`config.mk`:
```
export PLATFORM = sky130hd
export DESIGN_NAME = cfq_cell
export DESIGN_NICKNAME = d
export VERILOG_FILES = /design/src/design/cfq_pkg.sv /design/src/design/cfq_cell.sv
export SDC_FILE = /design/constraint.sdc
export NUM_CORES = 1
export LEC_CHECK = 0
export ABC_CLOCK_PERIOD_IN_PS = 1950
export BUFFER_PORTS_ARGS = -buffer_cell sky130_fd_sc_hd__clkbuf_2
export CAP_MARGIN = 20
export CORE_MARGIN = 2
export CORE_UTILIZATION = 25
export CTS_CLUSTER_DIAMETER = 50
export DETAILED_ROUTE_END_ITERATION = 12
export PLACE_DENSITY = 0.55
export SLEW_MARGIN = 20
export SYNTH_ARGS = -nofsm -noshare
export SYNTH_HDL_FRONTEND = slang
export SYNTH_SLANG_ARGS = --single-unit
```
`constraint.sdc`:
```
create_clock -name clk -period 1.95 [get_ports clk]
set_input_delay 0.0975 -clock clk [delete_from_list [all_inputs] [get_ports clk]]
set_output_delay 0.0975 -clock clk [all_outputs]
set_load 0.005 [all_outputs]
```
`src/design/cfq_pkg.sv`:
```
// Shared types and codes for the circular FIFO queue.
`default_nettype none

package cfq_pkg;

	localparam int DATA_W = 32;
	localparam int FILL_W = 8;

	// Request codes.
	localparam logic [1:0] REQ_PUSH = 2'd0;
	localparam logic [1:0] REQ_POP  = 2'd1;
	localparam logic [1:0] REQ_PEEK = 2'd2;

	// Status codes.
	localparam logic [1:0] ST_OK    = 2'd0;
	localparam logic [1:0] ST_EMPTY = 2'd1;
	localparam logic [1:0] ST_FULL  = 2'd2;

	localparam logic signed [DATA_W-1:0] EMPTY_READ = -32'sd1;

	typedef struct packed {
		logic [1:0]               req_type;
		logic signed [DATA_W-1:0] push_value;
	} cfq_req_t;

	typedef struct packed {
		logic signed [DATA_W-1:0] read_value;
		logic [1:0]               status;
		logic                     is_empty;
		logic [FILL_W-1:0]        fill_count;
	} cfq_rsp_t;

	// Per-cell controls: shift toward the front, or load the pushed word.
	typedef struct packed {
		logic shift;
		logic load;
	} cfq_cell_ctl_t;

endpackage

`default_nettype wire

```
`src/design/cfq_cell.sv`:
```
// One storage cell of the shifting queue chain.
`default_nettype none

module cfq_cell
	import cfq_pkg::*;
(
	input  wire logic                     clk,
	input  wire cfq_cell_ctl_t            ctl,
	input  wire logic signed [DATA_W-1:0] push_value,
	input  wire logic signed [DATA_W-1:0] next_data,
	output logic signed [DATA_W-1:0]      data
);

	logic signed [DATA_W-1:0] data_q;

	// Shift on pop, load on push to this position; hold otherwise.
	always_ff @(posedge clk) begin
		if (ctl.shift) begin
			data_q <= next_data;
		end else if (ctl.load) begin
			data_q <= push_value;
		end
	end

	assign data = data_q;

endmodule

`default_nettype wire

```
Word level (Yosys, flattened, before mapping)
Index checks and enable logic that the tools add are counted.
Storage, ports and cells
  bits of input ports: 67
  word-level logic and storage cells: 4
  output and inout port bits: 32
  flip-flop bits (word level): 32
Operators by class
  mux-type cells: 2
  reduce and logical (&&, ||, !) cells: 1
Operator list (number)
  32-bit 2-to-1 mux: 2
  2-bit nonzero test: 1

Depth between registers and ports, before layout
  depth in word-level cells: 2
  depth in mapped cells: 3
  depth with buffers taken out: 1

Worst setup path before layout
OpenSTA, ideal clock, no wires.
  path kind: in2reg
  start point: in ctl[1] (netlist bit)
  end point: reg data_q[0], in the netlist data[0], enable pin
  setup time: 390 ps
  arrival time: 1120 ps
  slack: 440 ps
  data required time: 1560 ps
  stages on the path: 3
  path buffers: 2
  cell sequence: buf_6 -> buf_12 -> or2_1
Between the ends
  word-level cells in the longest chain between the ends: 1
Ends and longest elaborated chain
  from (decl): RTL line cfq_cell.sv:8  | input wire cfq_cell_ctl_t ctl,
  2-bit nonzero test (no source line)
  to (signal assigned): RTL line cfq_cell.sv:19  | data_q <= next_data;
  to (signal assigned): RTL line cfq_cell.sv:21  | data_q <= push_value;
  to (decl): RTL line cfq_cell.sv:14  | logic signed [DATA_W-1:0] data_q;
No other way between the ends.
A chain may end at the register's enable or synchronous reset.

Worst setup path in the final report
  start point: in ctl[1] (netlist bit)
  end point: reg data_q[29], in the netlist data[29] (data pin)
Between the ends
  word-level cells in the longest chain between the ends: 1
Ends and longest elaborated chain
  32-bit 2-to-1 mux: RTL line cfq_cell.sv:18  | if (ctl.shift) begin
No other way between the ends.

==> results.md <==
- Status: finished, final reports clean
- DRT iter0 DRCs: 10
- Sequential Power Share: 53.8%
- Slew margin rel.: 83.21%
- Final hold viol count: 0
- Sw Ratio: 21.11%
- FILL cells: 576
- CP Cell Sequence: clkbuf_2 -> buf_4 -> mux2_2
- Top Ports: 99
- Buf/Inv on CP: 2
- Synth unique cells: 6
- Leakage: 0.001057 µW
- Inserted Diodes: 0
- Flops & latches, synth: 32
- Hold_buf cts: 0
- Cell Rows: 28
- Seq. cell area: 960.9 µm²
- Worst slack, placed: 666.2 ps
- CP Max Fanout: 13
- Die X: 81.66 µm
- Syn_nets: 136
- Post-synthesis sequential area ratio: 63.73%
- CTS H-tree lvls: 2
- WHS Endpoint: data[17]
- Max incr delay on CP: 370 ps
- IO buf count: 98
- Crit path launch type: input port
- Synth warn: 0
- Setup Buffers After CTS: 0
- Die Ht: 81.66 µm
- Final period utilization: 49.86%
- Routed wire per std cell: 12.48 µm
- Setup ws final: 977.7 ps
- Largest net degree at the start of global routing: 21
- WL final: 3.144 mm
- Number of setup violations in the final report: 0
- Net switching power figure: 339.9 µW
- Clock sink count: 32
- Unrepaired setup endpoints after global routing: false
- Top Family by Delay on Critical Path: buffers and inverters
- Area growth, synth to finish: 43.15%
- Worst-margin pin slew: 251.9 ps
- Worst path required time: 1980 ps
- Dominant synthesized flop cell: edfxtp_1
- Detailed placement HPWL: 2.530 mm
- CP max-delay cell: mux2_2
- Fmax: 1028 MHz
- Pre-antenna DRT Iters: 2
- Yosys top cell by area: edfxtp_1
- Number of global-route vias before repair: 900
- Fin Setup TNS: 0 ps
- Power Internal: 1270 µW
- Layout cells sized above 1: 79.66%
- Root buffer cell: clkbuf_8
- Hold path depth: 2
- Post-Syn Area: 1508 µm²
- TritonCTS Buffers: 5
- MaxCap Viol Count: 0
- Core area: 5886 µm²
- Gr ovfl total: 0
- Hold_sp: push_value[17]
- Post_cts resized: 0
- Multi-input logic area: 475.5 µm²
- Most frequent cell after synthesis: edfxtp_1
- Remaining DRCs: 0
- GP Congestion: 0.6384
- Endpoint type of the worst setup path: flip-flop
- IR drop worst, VDD: 217.3 µV
- CTS max path bufs: 2
- All-Layer GR Usage: 9.169%
- Asr flop ratio synth: 0%
- Top post-synthesis cells by count: 32 x edfxtp_1, 29 x mux2_4, 3 x buf_12, 3 x mux2_2
- Area share of the largest cell type after synthesis: 63.73%
- Comb power frac: 17.3%
- Routed Antenna Nets: 0
- Clk pwr share: 28.9%
- Starting density of the core: 25.62%
- Full die area: 6668 µm²
- Antenna violations before repair: 0
- Avg Cell Area, Syn: 21.85 µm²
- Max-slew violations: 0
- Synth top area cells: edfxtp_1 64%, mux2_4 29%, buf_12 4.0%
- Syn Inst Count: 69
- Final min period: 972.3 ps
- DR vias: 985
- Crit path DAT: 1000 ps
- Fin cells: 252
- Final net count: 243
- Vias per cell: 3.909
- Number of synthesized flops with an enable pin: 32
- Critical path class: input port to flip-flop
- Power per cell area: 745.9 nW/µm²
- Largest register FFs: 32
- CTS tree: built
- HP Class: input port to flip-flop
- Dpl cells: 244
- Clk slew on worst S/H paths: 60 ps
- First-pass GRT wire length: 4.319 mm
power groups by stage:
stage / clock, µW / combinational, µW / sequential [µW]
5_1_grt: 527 / 306 / 872
6_report: 465 / 279 / 866
4_1_cts: 492 / 285 / 867
3_5_place_dp: 0 / 284 / 881
2_1_floorplan: 0 / 122 / 890
3_3_place_gp: 0 / 283 / 880
layout by cell type (no fill, tap or decap):
| cell type | instances |
|---|---|
| or2_1 | 1 |
| edfxtp_1 | 32 |
| clkbuf_1 | 2 |
| clkbuf_8 | 5 |
| clkbuf_2 | 98 |
| buf_12 | 1 |
| mux2_2 | 3 |
| clkinv_1 | 1 |
| mux2_4 | 29 |
| buf_4 | 5 |
layer usage:
metal	wire length [µm]	up-vias	part of all wire, %	global-route usage, %
met4	52	0	1.7	4.500
li1	-	481	-	-
met1	1347	427	43	11.40
met5	0	-	0	0
met3	439	5	14	4.176
met2	1304	72	41	13.44
worst max path at each step:
stage	startpoint	endpoint	cells after the start	slack [ps]
2_1_floorplan	ctl[1]	data[0]	3	440
3_3_place_gp	ctl[1]	data[30]	3	690
3_5_place_dp	ctl[1]	data[29]	3	670
4_1_cts	ctl[1]	data[9]	4	970
5_1_grt	ctl[1]	data[3]	4	920
6_report	ctl[1]	data[29]	3	980
stage by stage:
stage                     utilization [%]  instance area [µm²]  power (µW)  hold slack [ps]
after floorplan                         -                 1508        1012            315.0
final                               36.67                 2158        1610            117.7
after CTS                           36.67                 2158        1645            106.1
after detailed placement            35.31                 2078        1164            401.6
after global placement              35.31                 2078        1163            400.4
after global routing                36.67                 2158        1704            96.62
cell families (layout without fill, tap and decap cells):
family | Yosys count | count (layout) | share of synthesized area [%]
buffers and inverters | 4 | 112 | 4.730
DFF | 32 | 32 | 63.73
muxes | 32 | 32 | 31.12
and+or+nand+nor | 1 | 1 | 0.4152
layout make-up:
cell class,count,area share (%)
Multi-Input combinational cell,33,22.03
Clock buffer,7,3.536
Timing Repair Buffer,104,25.39
Sequential cell,32,44.52
Clock inverter,1,0.1739
Tap cell,75,4.348
No activity file was read; power rests on OpenSTA's default activity.
