<file path="src/design/cfq_pkg.sv">
// Shared types and codes for the circular FIFO queue.
`default_nettype none

package cfq_pkg;

	localparam int DATA_W = 32;
	localparam int FILL_W = 8;

	// Request codes.
	localparam logic [1:0] REQ_PUSH = 2'd0;
	localparam logic [1:0] REQ_POP  = 2'd1;
	localparam logic [1:0] REQ_PEEK = 2'd2;

	// Status codes.
	localparam logic [1:0] ST_OK    = 2'd0;
	localparam logic [1:0] ST_EMPTY = 2'd1;
	localparam logic [1:0] ST_FULL  = 2'd2;

	localparam logic signed [DATA_W-1:0] EMPTY_READ = -32'sd1;

	typedef struct packed {
		logic [1:0]               req_type;
		logic signed [DATA_W-1:0] push_value;
	} cfq_req_t;

	typedef struct packed {
		logic signed [DATA_W-1:0] read_value;
		logic [1:0]               status;
		logic                     is_empty;
		logic [FILL_W-1:0]        fill_count;
	} cfq_rsp_t;

	// Per-cell controls: shift toward the front, or load the pushed word.
	typedef struct packed {
		logic shift;
		logic load;
	} cfq_cell_ctl_t;

endpackage

`default_nettype wire

</file>
<file path="src/design/cfq_out_skid.sv">
// Output register with a skid stage for the response channel.
`default_nettype none

module cfq_out_skid
	import cfq_pkg::*;
(
	input  wire logic     clk,
	input  wire logic     arst_n,
	input  wire logic     load,
	input  wire cfq_rsp_t load_rsp,
	output logic          full,
	output logic          rsp_valid,
	input  wire logic     rsp_stall,
	output cfq_rsp_t      rsp
);

	logic     out_v_q;
	logic     skid_v_q;
	cfq_rsp_t out_q;
	cfq_rsp_t skid_q;
	logic     drain;

	assign drain = out_v_q && !rsp_stall;

	always_ff @(posedge clk or negedge arst_n) begin
		if (!arst_n) begin
			out_v_q  <= 1'b0;
			skid_v_q <= 1'b0;
		end else if (skid_v_q) begin
			if (drain) begin
				skid_v_q <= 1'b0;
			end
		end else if (load) begin
			if (out_v_q && !drain) begin
				skid_v_q <= 1'b1;
			end else begin
				out_v_q <= 1'b1;
			end
		end else if (drain) begin
			out_v_q <= 1'b0;
		end
	end

	always_ff @(posedge clk) begin
		if (skid_v_q) begin
			if (drain) begin
				out_q <= skid_q;
			end
		end else if (load) begin
			if (out_v_q && !drain) begin
				skid_q <= load_rsp;
			end else begin
				out_q <= load_rsp;
			end
		end
	end

	assign full      = skid_v_q;
	assign rsp_valid = out_v_q;
	assign rsp       = out_q;

endmodule

`default_nettype wire

</file>
<file path="config.mk">
export PLATFORM = sky130hd
export DESIGN_NAME = cfq_out_skid
export DESIGN_NICKNAME = d
export VERILOG_FILES = /design/src/design/cfq_pkg.sv /design/src/design/cfq_out_skid.sv
export SDC_FILE = /design/constraint.sdc
export NUM_CORES = 1
export LEC_CHECK = 0
export BUFFER_PORTS_ARGS = -buffer_cell sky130_fd_sc_hd__buf_4
export CORE_MARGIN = 10
export CORE_UTILIZATION = 30
export DETAILED_ROUTE_END_ITERATION = 12
export SLEW_MARGIN = 15
export SYNTH_ARGS = -nofsm -noshare
export SYNTH_HDL_FRONTEND = slang
export SYNTH_SLANG_ARGS = --single-unit
</file>
<file path="constraint.sdc">
create_clock -name clk -period 10.21 [get_ports clk]
set_input_delay 2.042 -clock clk [delete_from_list [all_inputs] [get_ports clk]]
set_output_delay 2.042 -clock clk [all_outputs]
set_load 0.02 [all_outputs]
</file>
=== Yosys cells after proc, flatten, opt, wreduce, memory -nomap -nowiden ===
Index checks and enable logic that the tools add are counted.

* Bits in registers: 88
* Output and inout bits: 45
* Word-level logic and storage cells: 34

* Equality and inequality tests: 3
* Muxes and demuxes: 11
* Bitwise gates (word level): 1
* Reductions and logical operators: 9

{| class="wikitable"
|+ Operators by type and width
! kind !! count
|-
| 2-to-1 mux 43 bit || 4
|-
| AND reduction 3 bit || 3
|-
| 2-to-1 mux 1 bit || 7
|-
| != test 2 bit, second input constant || 2
|-
| nonzero test 2 bit || 2
|-
| logical AND 1 bit || 2
|-
| zero test 1 bit || 2
|-
| != test 2 x 1 -> 1 bit, second input constant || 1
|-
| NOT 1 bit || 1
|}

=== Logic depth before layout (Yosys ltp) ===
Gate-level depths: netlist (run 1).

* Depth in word-level cells: 7
* Mapped depth: 4
* Gate-level depth less buffers: 2

=== Worst setup path before layout (run 1) ===
No wires, ideal clock.

* Path type: input -> register
* Start: input port rsp_stall
* End: register out_q (netlist bit rsp[0]) (enable)
* Library setup time: 0.455 ns
* Arrival time: 4.211 ns
* Required time: 9.755 ns
* Path slack: 5.544 ns
* Cell stages on the path: 2
* Buffers on the path: 0
* Cell sequence: nand2_1 > a21boi_1

* Cells in the longest elaborated chain, start to end: 6
* Elaborated cells between the ends (all ways): 7

{| class="wikitable"
|+ RTL lines
! element !! line !! source
|-
| start: declaration || cfq_out_skid.sv:13 || <nowiki>input wire logic rsp_stall,</nowiki>
|-
| zero test 1 bit * || cfq_out_skid.sv:23 || <nowiki>assign drain = out_v_q && !rsp_stall;</nowiki>
|-
| logical AND 1 bit * || cfq_out_skid.sv:23 ||
|-
| zero test 1 bit || cfq_out_skid.sv:50 || <nowiki>if (out_v_q && !drain) begin</nowiki>
|-
| logical AND 1 bit || cfq_out_skid.sv:50 ||
|-
| != test 2 bit (no line) || n/a ||
|-
| AND reduction 3 bit (no line) * || n/a ||
|-
| end signal: assignment || cfq_out_skid.sv:47 || <nowiki>out_q <= skid_q;</nowiki>
|-
| end signal: assignment || cfq_out_skid.sv:53 || <nowiki>out_q <= load_rsp;</nowiki>
|-
| end: declaration || cfq_out_skid.sv:19 || <nowiki>cfq_rsp_t out_q;</nowiki>
|}

Mark *: on every way between the ends. The rest lies on a longest branch, timed or not.
A chain may end at the register's enable or synchronous reset.

=== Final worst setup path (run 1) ===
* Start: register out_v_q, in the netlist rsp_valid
* End: output port rsp_valid

{| class="wikitable"
|+ RTL lines
! element !! line !! source
|-
| start: declaration || cfq_out_skid.sv:17 || <nowiki>logic out_v_q;</nowiki>
|-
| start signal: assignment || cfq_out_skid.sv:27 || <nowiki>out_v_q <= 1'b0;</nowiki>
|-
| start signal: assignment || cfq_out_skid.sv:37 || <nowiki>out_v_q <= 1'b1;</nowiki>
|-
| start signal: assignment || cfq_out_skid.sv:40 || <nowiki>out_v_q <= 1'b0;</nowiki>
|-
| end: declaration || cfq_out_skid.sv:12 || <nowiki>output logic rsp_valid,</nowiki>
|}

No word-level cell between the ends.

==> metrics.cfg, run 1 <==
[critical_path]
critical-path-max-stage-delay_ns = 0.44
crit_path_start_kind = flip-flop
cp-end-kind = output port
crit_family = flip-flops
worst-path-buf-inv = 1
cp.required_ns = 8.17
cp_max_fo = 6
cpMaxStageDelayCell = dfrtp_1
critPathKind = flip-flop to output port
crit_chain = buf_4
cp.arrival_ns = 0.97

[logic_synthesis]
yosysWarnings = 0
synth-seq-cells = 88
syn_area_sq_um = 3320
synth_nets = 193
syn_inst = 146
synth_cell_types = 13
ys_seq_area_share_pct = 79.4
synth_area_per_cell_sq_um = 22.7

[sta]
grt_setup_unrepaired = false
slew_violations = 0
holdWs_ns = 0.546
fin_skew_ns = 0.00739
hold_viol = 0
worstMarginPinSlew_ns = 0.745
min_period_over_period_pct = 29.5
fin_crit_ns = 3.01
setup_viol = 0
timing.slew.headroom_pct = 50.3
finalSetupTns_ns = 0
max_freq_mhz = 332

[clock_tree]
cts_resized = 0
cts_root_buffer = clkbuf_8
cts_setup_buffers = 0
htreeDepth = 3
cts_tree = built
numCtsBuffers = 9
clk_path_buf_depth = 2
cts.clk_slew.worst_paths_ns = 0.08
hold_buffers = 0
cts_sinks = 88
insertion_delay_ns = 0.35

[floorplan]
dieHeight_um = 125
start_util_pct = 30.6
core_sq_um = 10800
die_area_sq_um = 15700
io_pins = 92
num_rows = 38
die_w_um = 125

[outcome]
status = finished, final reports clean

[layout]
area_delta_synth_final_pct = 30.3
num_antenna_cells = 0
final_nets = 293
fill_cells = 1001
drive_gt1_share_pct = 60.2

[power_and_ir_drop]
p_switching_mw = 0.368
pwr-share-seq_pct = 47.3
power_mw = 1.17
p_sw_share_pct = 31.3
internal_power_mw = 0.805
power.density_nw_per_um2 = 271
p_comb_share_pct = 35.9
cellLeakagePower_nw = 1.66
clkPwrFrac_pct = 16.8
peakVddDrop_mv = 0.121

[route]
drt-total-wl_mm = 6.23
vias = 1624
vias_per_cell = 4.15
drc = 0
wl_per_cell_um = 15.9
detail-route-antenna-nets = 0
drt_first_pass_iters = 4
drtIter0Drc = 45

[placed_design]
dpl.hpwl_mm = 4.31
gp_congestion = 0.684
portBuffers = 91

[run]
drv_cap = 0

[global_route]
grtUsageTotal_pct = 7.97
overflow = 0
grt_pass1_wl_mm = 9.85
grt_start_max_net_pins = 48
antenna_found_initial = 0
grt_pass1_vias = 1850

[worst_hold_path]
min_path_type = flip-flop to flip-flop

-- layout make-up --
class	instances	area (sq um)	area share (%)
clock buffer	11	131	3.04
clock inverter	5	23.8	0.550
inverter	1	3.75	0.0869
multi-input combinational	52	648	15.0
sequential	88	2630	60.9
tap	140	175	4.05
timing repair buffer	94	706	16.3
-- metal layers --
layer | vias to the layer above | wire length (um) | GRT usage [%]
met5 | - | 0 | 0
met4 | 0 | 107 | 4.88
met3 | 9 | 426 | 3.00
met2 | 57 | 3000 | 12.9
met1 | 786 | 2690 | 8.73
li1 | 772 | - | -
-- registers in the layout, indices dropped and copies added, names as in the netlist --
| signal | flops |
|---|---|
| full | 1 |
| rsp_valid | 1 |
| skid_q | 43 |
| rsp | 43 |
-- synthesized netlist by cell type --
| cell | number | area, sq um |
|---|---|---|
| a21boi_1 | 1 | 7.51 |
| a21oi_1 | 2 | 10.0 |
| buf_2 | 1 | 5.00 |
| buf_6 | 4 | 45.0 |
| dfrtp_1 | 2 | 50.1 |
| edfxtp_1 | 86 | 2580 |
| inv_1 | 1 | 3.75 |
| mux2_2 | 16 | 180 |
| mux2_4 | 27 | 405 |
| nand2_1 | 3 | 11.3 |
| nand2b_1 | 1 | 6.26 |
| nor2_1 | 1 | 3.75 |
| o21ai_0 | 1 | 5.00 |
-- power groups by stage --
| stage | clock network [mW] | logic (mW) | registers [mW] |
|---|---|---|---|
| floorplan | 0 | 0.182 | 0.657 |
| global placement | 0 | 0.427 | 0.562 |
| detailed placement | 0 | 0.434 | 0.564 |
| CTS | 0.209 | 0.434 | 0.558 |
| global route | 0.223 | 0.450 | 0.566 |
| finish | 0.197 | 0.421 | 0.555 |
-- worst paths after layout --
kind | startpoint | end | slack [ns] | cells after the start
worst max register to register | full$_DFF_PN0_ | rsp[26]$_DFFE_PP_ | 8.03 | 4
worst min register to register | skid_q[15]$_DFFE_PP_ | rsp[15]$_DFFE_PP_ | 0.55 | 1
worst max-delay path | rsp_valid$_DFFE_PN0P_ | rsp_valid | 7.20 | 1
worst min-delay path | skid_q[15]$_DFFE_PP_ | rsp[15]$_DFFE_PP_ | 0.55 | 1
min in group asynchronous | arst_n | full$_DFF_PN0_ | 1.46 | 1
max in group asynchronous | arst_n | full$_DFF_PN0_ | 8.65 | 1
-- through the flow --
| stage | utilization, % | std cells | worst slack (ns) | area [sq um] |
|---|---|---|---|---|
| after CTS | 39.9 | 391 | 7.17 | 4320 |
| after global placement | 38.4 | 375 | 6.88 | 4170 |
| final | 39.9 | 391 | 7.20 | 4320 |
| after floorplan | - | 146 | 5.54 | 3320 |
| after detailed placement | 38.4 | 375 | 6.83 | 4170 |
| after global routing | 39.9 | 391 | 7.14 | 4320 |
-- layout by cell type (no fill, tap or decap), drive strengths merged, types with 2 or more instances in the layout --
master / synthesis / routed
dfrtp: 2 / 2
clkbuf: 0 / 11
nand2: 3 / 3
mux2: 43 / 43
clkinv: 0 / 4
a21oi: 2 / 2
edfxtp: 86 / 86
buf: 5 / 94
-- cells by family after synthesis --
group	Yosys count	share of synthesized area (%)
buffers and inverters	6	1.62
DFF	88	79.4
and+or+nand+nor	5	0.641
muxes	43	17.7
AOI/OAI and AO/OA	4	0.679
Note: power is estimated with default switching activity, not from simulation.
==> inputs of run 2 (changes only) <==
--- a/config.mk
+++ b/config.mk
@@ -5,6 +5,7 @@
 export SDC_FILE = /design/constraint.sdc
 export NUM_CORES = 1
 export LEC_CHECK = 0
+export ABC_AREA = 1
 export BUFFER_PORTS_ARGS = -buffer_cell sky130_fd_sc_hd__buf_4
 export CORE_MARGIN = 10
 export CORE_UTILIZATION = 30
==> constraint.sdc (replaced) <==
create_clock -name clk -period 2.9 [get_ports clk]
set_input_delay 0.58 -clock clk [delete_from_list [all_inputs] [get_ports clk]]
set_output_delay 0.58 -clock clk [all_outputs]
set_load 0.02 [all_outputs]
==> run 2 against run 1 <==
Effect of this change: power rose to 3.5 times the previous value; synthesized cell count up 68%; critical path depth up 1; utilization up 0.99 points; setup slack worse by 6.5 ns; non-clock buffer count up 1; via count up 25%; register-to-register slack worse by 7.0 ns; global-route usage up 1.3 points; sequential share of layout area up 0.95 points; die area down 1.7%; largest power group unchanged; highest routed layer unchanged.
==> metrics.cfg, run 2 <==
[route]
wl_per_cell_um = 14.4  ; -9.3%
drc = 0  ; unchanged
vias = 2023  ; +25%
vias_per_cell = 4.19  ; +0.84%
detail-route-antenna-nets = 0  ; unchanged
drt-total-wl_mm = 6.97  ; +12%
drtIter0Drc = 118  ; +160%
drt_first_pass_iters = 4  ; unchanged

[critical_path]
crit_family = flip-flops
worst-path-buf-inv = 2  ; +1
reg2reg_slack_ns = 1.01  ; -7.02 ns
critical-path-max-stage-delay_ns = 0.62  ; +0.18 ns
crit_path_start_kind = flip-flop
cpMaxStageDelayCell = dfrtp_2
critPathKind = flip-flop to output port
cp_max_fo = 30  ; +24
cp.required_ns = 2.32  ; -5.85 ns
path_common_cell = buf_4
cp.arrival_ns = 1.58  ; +0.61 ns
crit_chain = buf_4 -> buf_4
cp-end-kind = output port

[logic_synthesis]
synth_top_area_share_pct = 79.5  ; +1.6 points
yosys.area_share.simple_pct = 16.4  ; +16 points
yosysWarnings = 0  ; unchanged
synth-seq-cells = 88  ; unchanged
synthTopCellsByArea = edfxtp_1, nand2_1, dfrtp_1
synth_area_per_cell_sq_um = 13.3  ; -42%
ys_seq_area_share_pct = 81.0  ; +1.6 points
syn_area_sq_um = 3250  ; -2.0%
synth_top_family_by_area = simple AND/OR/NAND/NOR gates
synth-main-ff-cell = edfxtp_1
yosysTopAreaCell = edfxtp_1
ys_top_cells_by_count = nand2_1, edfxtp_1, buf_2
synth_edf_count = 86  ; unchanged
yosys.area_share.adder_pct = 0  ; unchanged
synth_cell_types = 10  ; -3
synth_most_common_cell = nand2_1
synth-async-reset-ratio_pct = 2.27  ; unchanged
synth-compound-area-share_pct = 0  ; -0.68 points
synth_nets = 292  ; +51%
synth.area.mux_share_pct = 0  ; -18 points
synth_xor_area_share_pct = 0  ; unchanged
syn_inst = 245  ; +68%

[power_and_ir_drop]
cellLeakagePower_nw = 1.81  ; +9.1%
peakVddDrop_mv = 0.452  ; +270%
power.density_nw_per_um2 = 968  ; +260%

[clock_tree]
cts_root_buffer = clkbuf_8
htreeDepth = 3  ; unchanged
clk_path_buf_depth = 2  ; unchanged
cts_setup_buffers = 0  ; unchanged
cts.clk_slew.worst_paths_ns = 0.09  ; about the same
hold_buffers = 1  ; +1
cts_sinks = 88  ; unchanged
cts_tree = built
insertion_delay_ns = 0.34  ; about the same
cts_resized = 0  ; unchanged
numCtsBuffers = 9  ; unchanged

[global_route]
overflow = 0  ; unchanged
grt_pass1_vias = 2123  ; +15%
grt_pass1_wl_mm = 10.9  ; +10%
grtUsageTotal_pct = 9.29  ; +1.3 points
grt_start_max_net_pins = 45  ; -6.3%
antenna_found_initial = 0  ; unchanged

[sta]
fin_crit_ns = 2.16
max_freq_mhz = 462
finalSetupTns_ns = 0  ; unchanged
slew_violations = 0  ; unchanged
setup_ws_ns = 0.736  ; -6.46 ns
hold_viol = 0  ; unchanged
grt_setup_unrepaired = false
worstMarginPinSlew_ns = 0.732  ; -0.0131 ns
setup_viol = 0  ; unchanged
fin_skew_ns = 0.00891  ; +0.00151 ns
timing.slew.headroom_pct = 51.1  ; +0.80 points
min_period_over_period_pct = 74.6

[placed_design]
portBuffers = 91  ; unchanged
dpl.hpwl_mm = 4.92  ; +14%
dp_slack_ns = 0.925  ; -5.91 ns
gp_congestion = 0.703  ; +2.7%

[layout]
mostFrequentLayoutCell = nand2_1
num_antenna_cells = 0  ; unchanged
final_nets = 389  ; +33%
drive_gt1_share_pct = 32.3  ; -28 points
area_delta_synth_final_pct = 31.0
final_cell_mix = nand2_1, buf_4, edfxtp_1
fill_cells = 1015  ; +1.4%
fin_util_pct = 40.9  ; +0.99 points

[run]
drv_cap = 0  ; unchanged

[floorplan]
core_sq_um = 10400  ; -3.9%
die_w_um = 124  ; -0.84%
start_util_pct = 31.2  ; +0.61 points
io_pins = 92  ; unchanged
dieHeight_um = 124  ; -0.84%
num_rows = 37  ; -2.6%
die_area_sq_um = 15400  ; -1.7%

[outcome]
status = finished, final reports clean

[worst_hold_path]
min_path_type = input pin to flip-flop

[run 2: worst paths after layout]
check / start / to / cells after the start
max: full$_DFF_PN0_ / full / 2
min: load_rsp[25] / skid_q[25]$_DFFE_PP_ / 1
max reg2reg: full$_DFF_PN0_ / rsp[35]$_DFFE_PP_ / 4
min reg2reg: skid_q[8]$_DFFE_PP_ / rsp[8]$_DFFE_PP_ / 2
max in group asynchronous: arst_n / full$_DFF_PN0_ / 2
min in group asynchronous: arst_n / full$_DFF_PN0_ / 2
[run 2: layout make-up]
| class | instances | area [sq um] | share of cell area, % |
|---|---|---|---|
| clock inverters | 7 | 47.5 | 1.12 |
| well taps | 136 | 170 | 4.00 |
| multi-input cells | 142 | 542 | 12.7 |
| inverters | 6 | 22.5 | 0.529 |
| clock buffers | 9 | 124 | 2.91 |
| repair buffers | 95 | 716 | 16.8 |
| flip-flops and latches | 88 | 2630 | 61.9 |
[run 2: per-stage QoR]
step	hold slack (ns)	total power [mW]	instance area [sq um]	instances
floorplan	0.284	2.83	3250	245
global placement	0.372	3.43	4070	466
detailed placement	0.369	3.46	4070	466
CTS	0.394	4.21	4260	483
global route	0.391	4.40	4260	483
finish	0.418	4.12	4260	483
[run 2: cell families (layout without fill, tap and decap cells)]
kind of cell | after synthesis | after routing
flip-flops | 88 | 88
buffers and inverters | 15 | 117
AND/OR/NAND/NOR | 142 | 142
[run 2: routing by layer]
metal	GRT usage (%)	share of wire, %	routed length (um)	vias to the layer above
met5	0	0	0	-
met4	4.60	1.9	133	0
met3	3.94	9.8	682	12
met2	14.1	46	3180	69
met1	11.2	43	2980	935
li1	-	-	-	1007
[run 2: where the power goes]
| group | switching (mW) | leakage [nW] | internal [mW] | total (mW) |
|---|---|---|---|---|
| Combinational | 0.872 | 0.902 | 0.485 | 1.36 |
| Sequential | 0.150 | 0.834 | 1.88 | 2.03 |
| Clock | 0.421 | 0.0769 | 0.309 | 0.731 |
==> inputs of run 3 (changes only) <==
==> constraint.sdc (replaced) <==
create_clock -name clk -period 2.1 [get_ports clk]
set_input_delay 0.42 -clock clk [delete_from_list [all_inputs] [get_ports clk]]
set_output_delay 0.42 -clock clk [all_outputs]
set_load 0.02 [all_outputs]
==> run 3 against run 2 <==
Effect of this change: global-route usage fell by 0.39 points; largest cell class unchanged; critical endpoint unchanged; power grew 44%; sequential share of layout area fell by 0.97 points.
==> metrics.cfg, run 3 (same netlist as run 2, synthesis figures left out) <==
[critical_path]
endpoint = full
cp_max_fo = 44  ; +47%
reg2reg_from = rsp_valid$_DFFE_PN0P_
crit_start = full$_DFF_PN0_
reg2reg_slack_ns = 0.76  ; -0.25 ns
crit_path_start_kind = flip-flop
cp-end-kind = output port
critPathKind = flip-flop to output port
cp.required_ns = 1.68  ; -0.64 ns
r2r-end = rsp[18]$_DFFE_PP_
worstRegToRegCells = 4  ; unchanged
cp.arrival_ns = 1.42  ; -0.16 ns

[route]
vias_per_cell = 4.06  ; -3.1%
drc = 0  ; unchanged
drt_first_pass_iters = 4  ; unchanged
detail-route-antenna-nets = 0  ; unchanged
vias = 1961  ; -3.1%
wl_per_cell_um = 14.1  ; -2.2%
drtIter0Drc = 136  ; +15%
drt-total-wl_mm = 6.82  ; -2.2%

[layout]
mostFrequentLayoutCell = nand2_1
fill_cells = 998  ; -1.7%
num_antenna_cells = 0  ; unchanged
area_delta_synth_final_pct = 33.0
drive_gt1_share_pct = 32.3  ; unchanged
final_nets = 391  ; +0.51%
final_cell_mix = nand2_1, buf_4, edfxtp_1
fin_util_pct = 41.5  ; +0.65 points

[clock_tree]
cts.clk_slew.worst_paths_ns = 0.08  ; about the same
htreeDepth = 3  ; unchanged
insertion_delay_ns = 0.34  ; about the same
cts_setup_buffers = 0  ; unchanged
cts_sinks = 88  ; unchanged
cts_tree = built
cts_root_buffer = clkbuf_8
clk_path_buf_depth = 2  ; unchanged
numCtsBuffers = 9  ; unchanged

[sta]
max_freq_mhz = 544
slew_violations = 0  ; unchanged
worstMarginPinSlew_ns = 0.459  ; -0.273 ns
hold_viol = 0  ; unchanged
timing.slew.headroom_pct = 69.4  ; +18 points
fin_skew_ns = 0.00877  ; -0.000141 ns
fin_crit_ns = 1.84
min_period_over_period_pct = 87.6
finalSetupTns_ns = 0  ; unchanged
grt_setup_unrepaired = false
setup_viol = 0  ; unchanged
setup_ws_ns = 0.261  ; -0.475 ns

[outcome]
status = finished, final reports clean

[floorplan]
dieHeight_um = 124  ; unchanged
die_w_um = 124  ; unchanged
start_util_pct = 31.2  ; unchanged
io_pins = 92  ; unchanged
core_sq_um = 10400  ; unchanged
num_rows = 37  ; unchanged
die_area_sq_um = 15400  ; unchanged

[placed_design]
gp_congestion = 0.681  ; -3.1%
dp_slack_ns = 0.577  ; -0.348 ns
portBuffers = 91  ; unchanged
dpl.hpwl_mm = 4.75  ; -3.4%

[power_and_ir_drop]
p_comb_share_pct = 33.3  ; +0.4 points
p_switching_mw = 1.95  ; +35%
pwr-share-seq_pct = 46.6  ; -2.7 points
clkPwrFrac_pct = 20.1  ; +2.4 points
internal_power_mw = 3.98  ; +49%
p_sw_share_pct = 32.9  ; -2.1 points
power.density_nw_per_um2 = 1370  ; +42%
cellLeakagePower_nw = 1.85  ; +2.1%
power_mw = 5.93  ; +44%
peakVddDrop_mv = 0.981  ; +120%

[global_route]
grt_start_max_net_pins = 45  ; unchanged
antenna_found_initial = 0  ; unchanged
grt_pass1_vias = 2081  ; -2.0%
grtUsageTotal_pct = 8.90  ; -0.39 points
overflow = 0  ; unchanged
grt_pass1_wl_mm = 10.6  ; -2.9%

[worst_hold_path]
min_path_type = input pin to flip-flop

[run]
drv_cap = 0  ; unchanged

run 3: critical path, stage by stage, from the launching register on:
cell and delay, ns:
dfrtp_2 0.42, buf_4 0.42, buf_4 0.23
run 3: worst min-delay path by stage:
stage                      from               endpoint  slack [ns]  cells past startpoint
global placement         arst_n  rsp_valid$_DFFE_PN0P_        0.20                      1
CTS                 load_rsp[0]    skid_q[0]$_DFFE_PP_        0.23                      1
detailed placement       arst_n  rsp_valid$_DFFE_PN0P_        0.20                      1
global route        load_rsp[0]    skid_q[0]$_DFFE_PP_        0.23                      1
floorplan                arst_n         full$_DFF_PN0_        0.12                      0
finish              load_rsp[0]    skid_q[0]$_DFFE_PP_        0.26                      1
run 3: area by class of cell:
| cell class | instances | area, sq um | share of cell area, % |
|---|---|---|---|
| Multi-Input combinational cell | 142 | 542 | 12.5 |
| Sequential cell | 88 | 2630 | 60.9 |
| Timing Repair Buffer | 97 | 756 | 17.5 |
| Tap cell | 136 | 170 | 3.94 |
| Clock inverter | 4 | 71.3 | 1.65 |
| Clock buffer | 10 | 128 | 2.95 |
| Inverter | 6 | 22.5 | 0.521 |
run 3: timing repair:
action	4_1_cts	5_1_grt
hold buffers	1	0
gates resized for setup	0	0
endpoints found under the hold margin	2	0
run 3: per-stage QoR:
step | hold WS, ns | cells | cell area, sq um
global route | 0.230 | 483 | 4320
floorplan | 0.124 | 245 | 3260
global placement | 0.203 | 468 | 4110
CTS | 0.235 | 483 | 4320
detailed placement | 0.205 | 468 | 4110
finish | 0.258 | 483 | 4320
run 3: power groups by stage:
| stage | Clock (mW) | Sequential [mW] | Combinational [mW] |
|---|---|---|---|
| finish | 1.19 | 2.76 | 1.98 |
| global placement | 0 | 2.79 | 2.01 |
| CTS | 1.23 | 2.77 | 2.03 |
| global route | 1.30 | 2.81 | 2.18 |
| detailed placement | 0 | 2.80 | 2.03 |
| floorplan | 0 | 3.26 | 0.657 |
run 3: layer usage:
| metal | routed length (um) | up-vias | global-route usage [%] |
|---|---|---|---|
| met5 | 0 | - | 0 |
| met4 | 91 | 0 | 3.81 |
| li1 | - | 1008 | - |
| met3 | 575 | 9 | 3.71 |
| met1 | 2970 | 883 | 10.4 |
| met2 | 3190 | 61 | 14.1 |
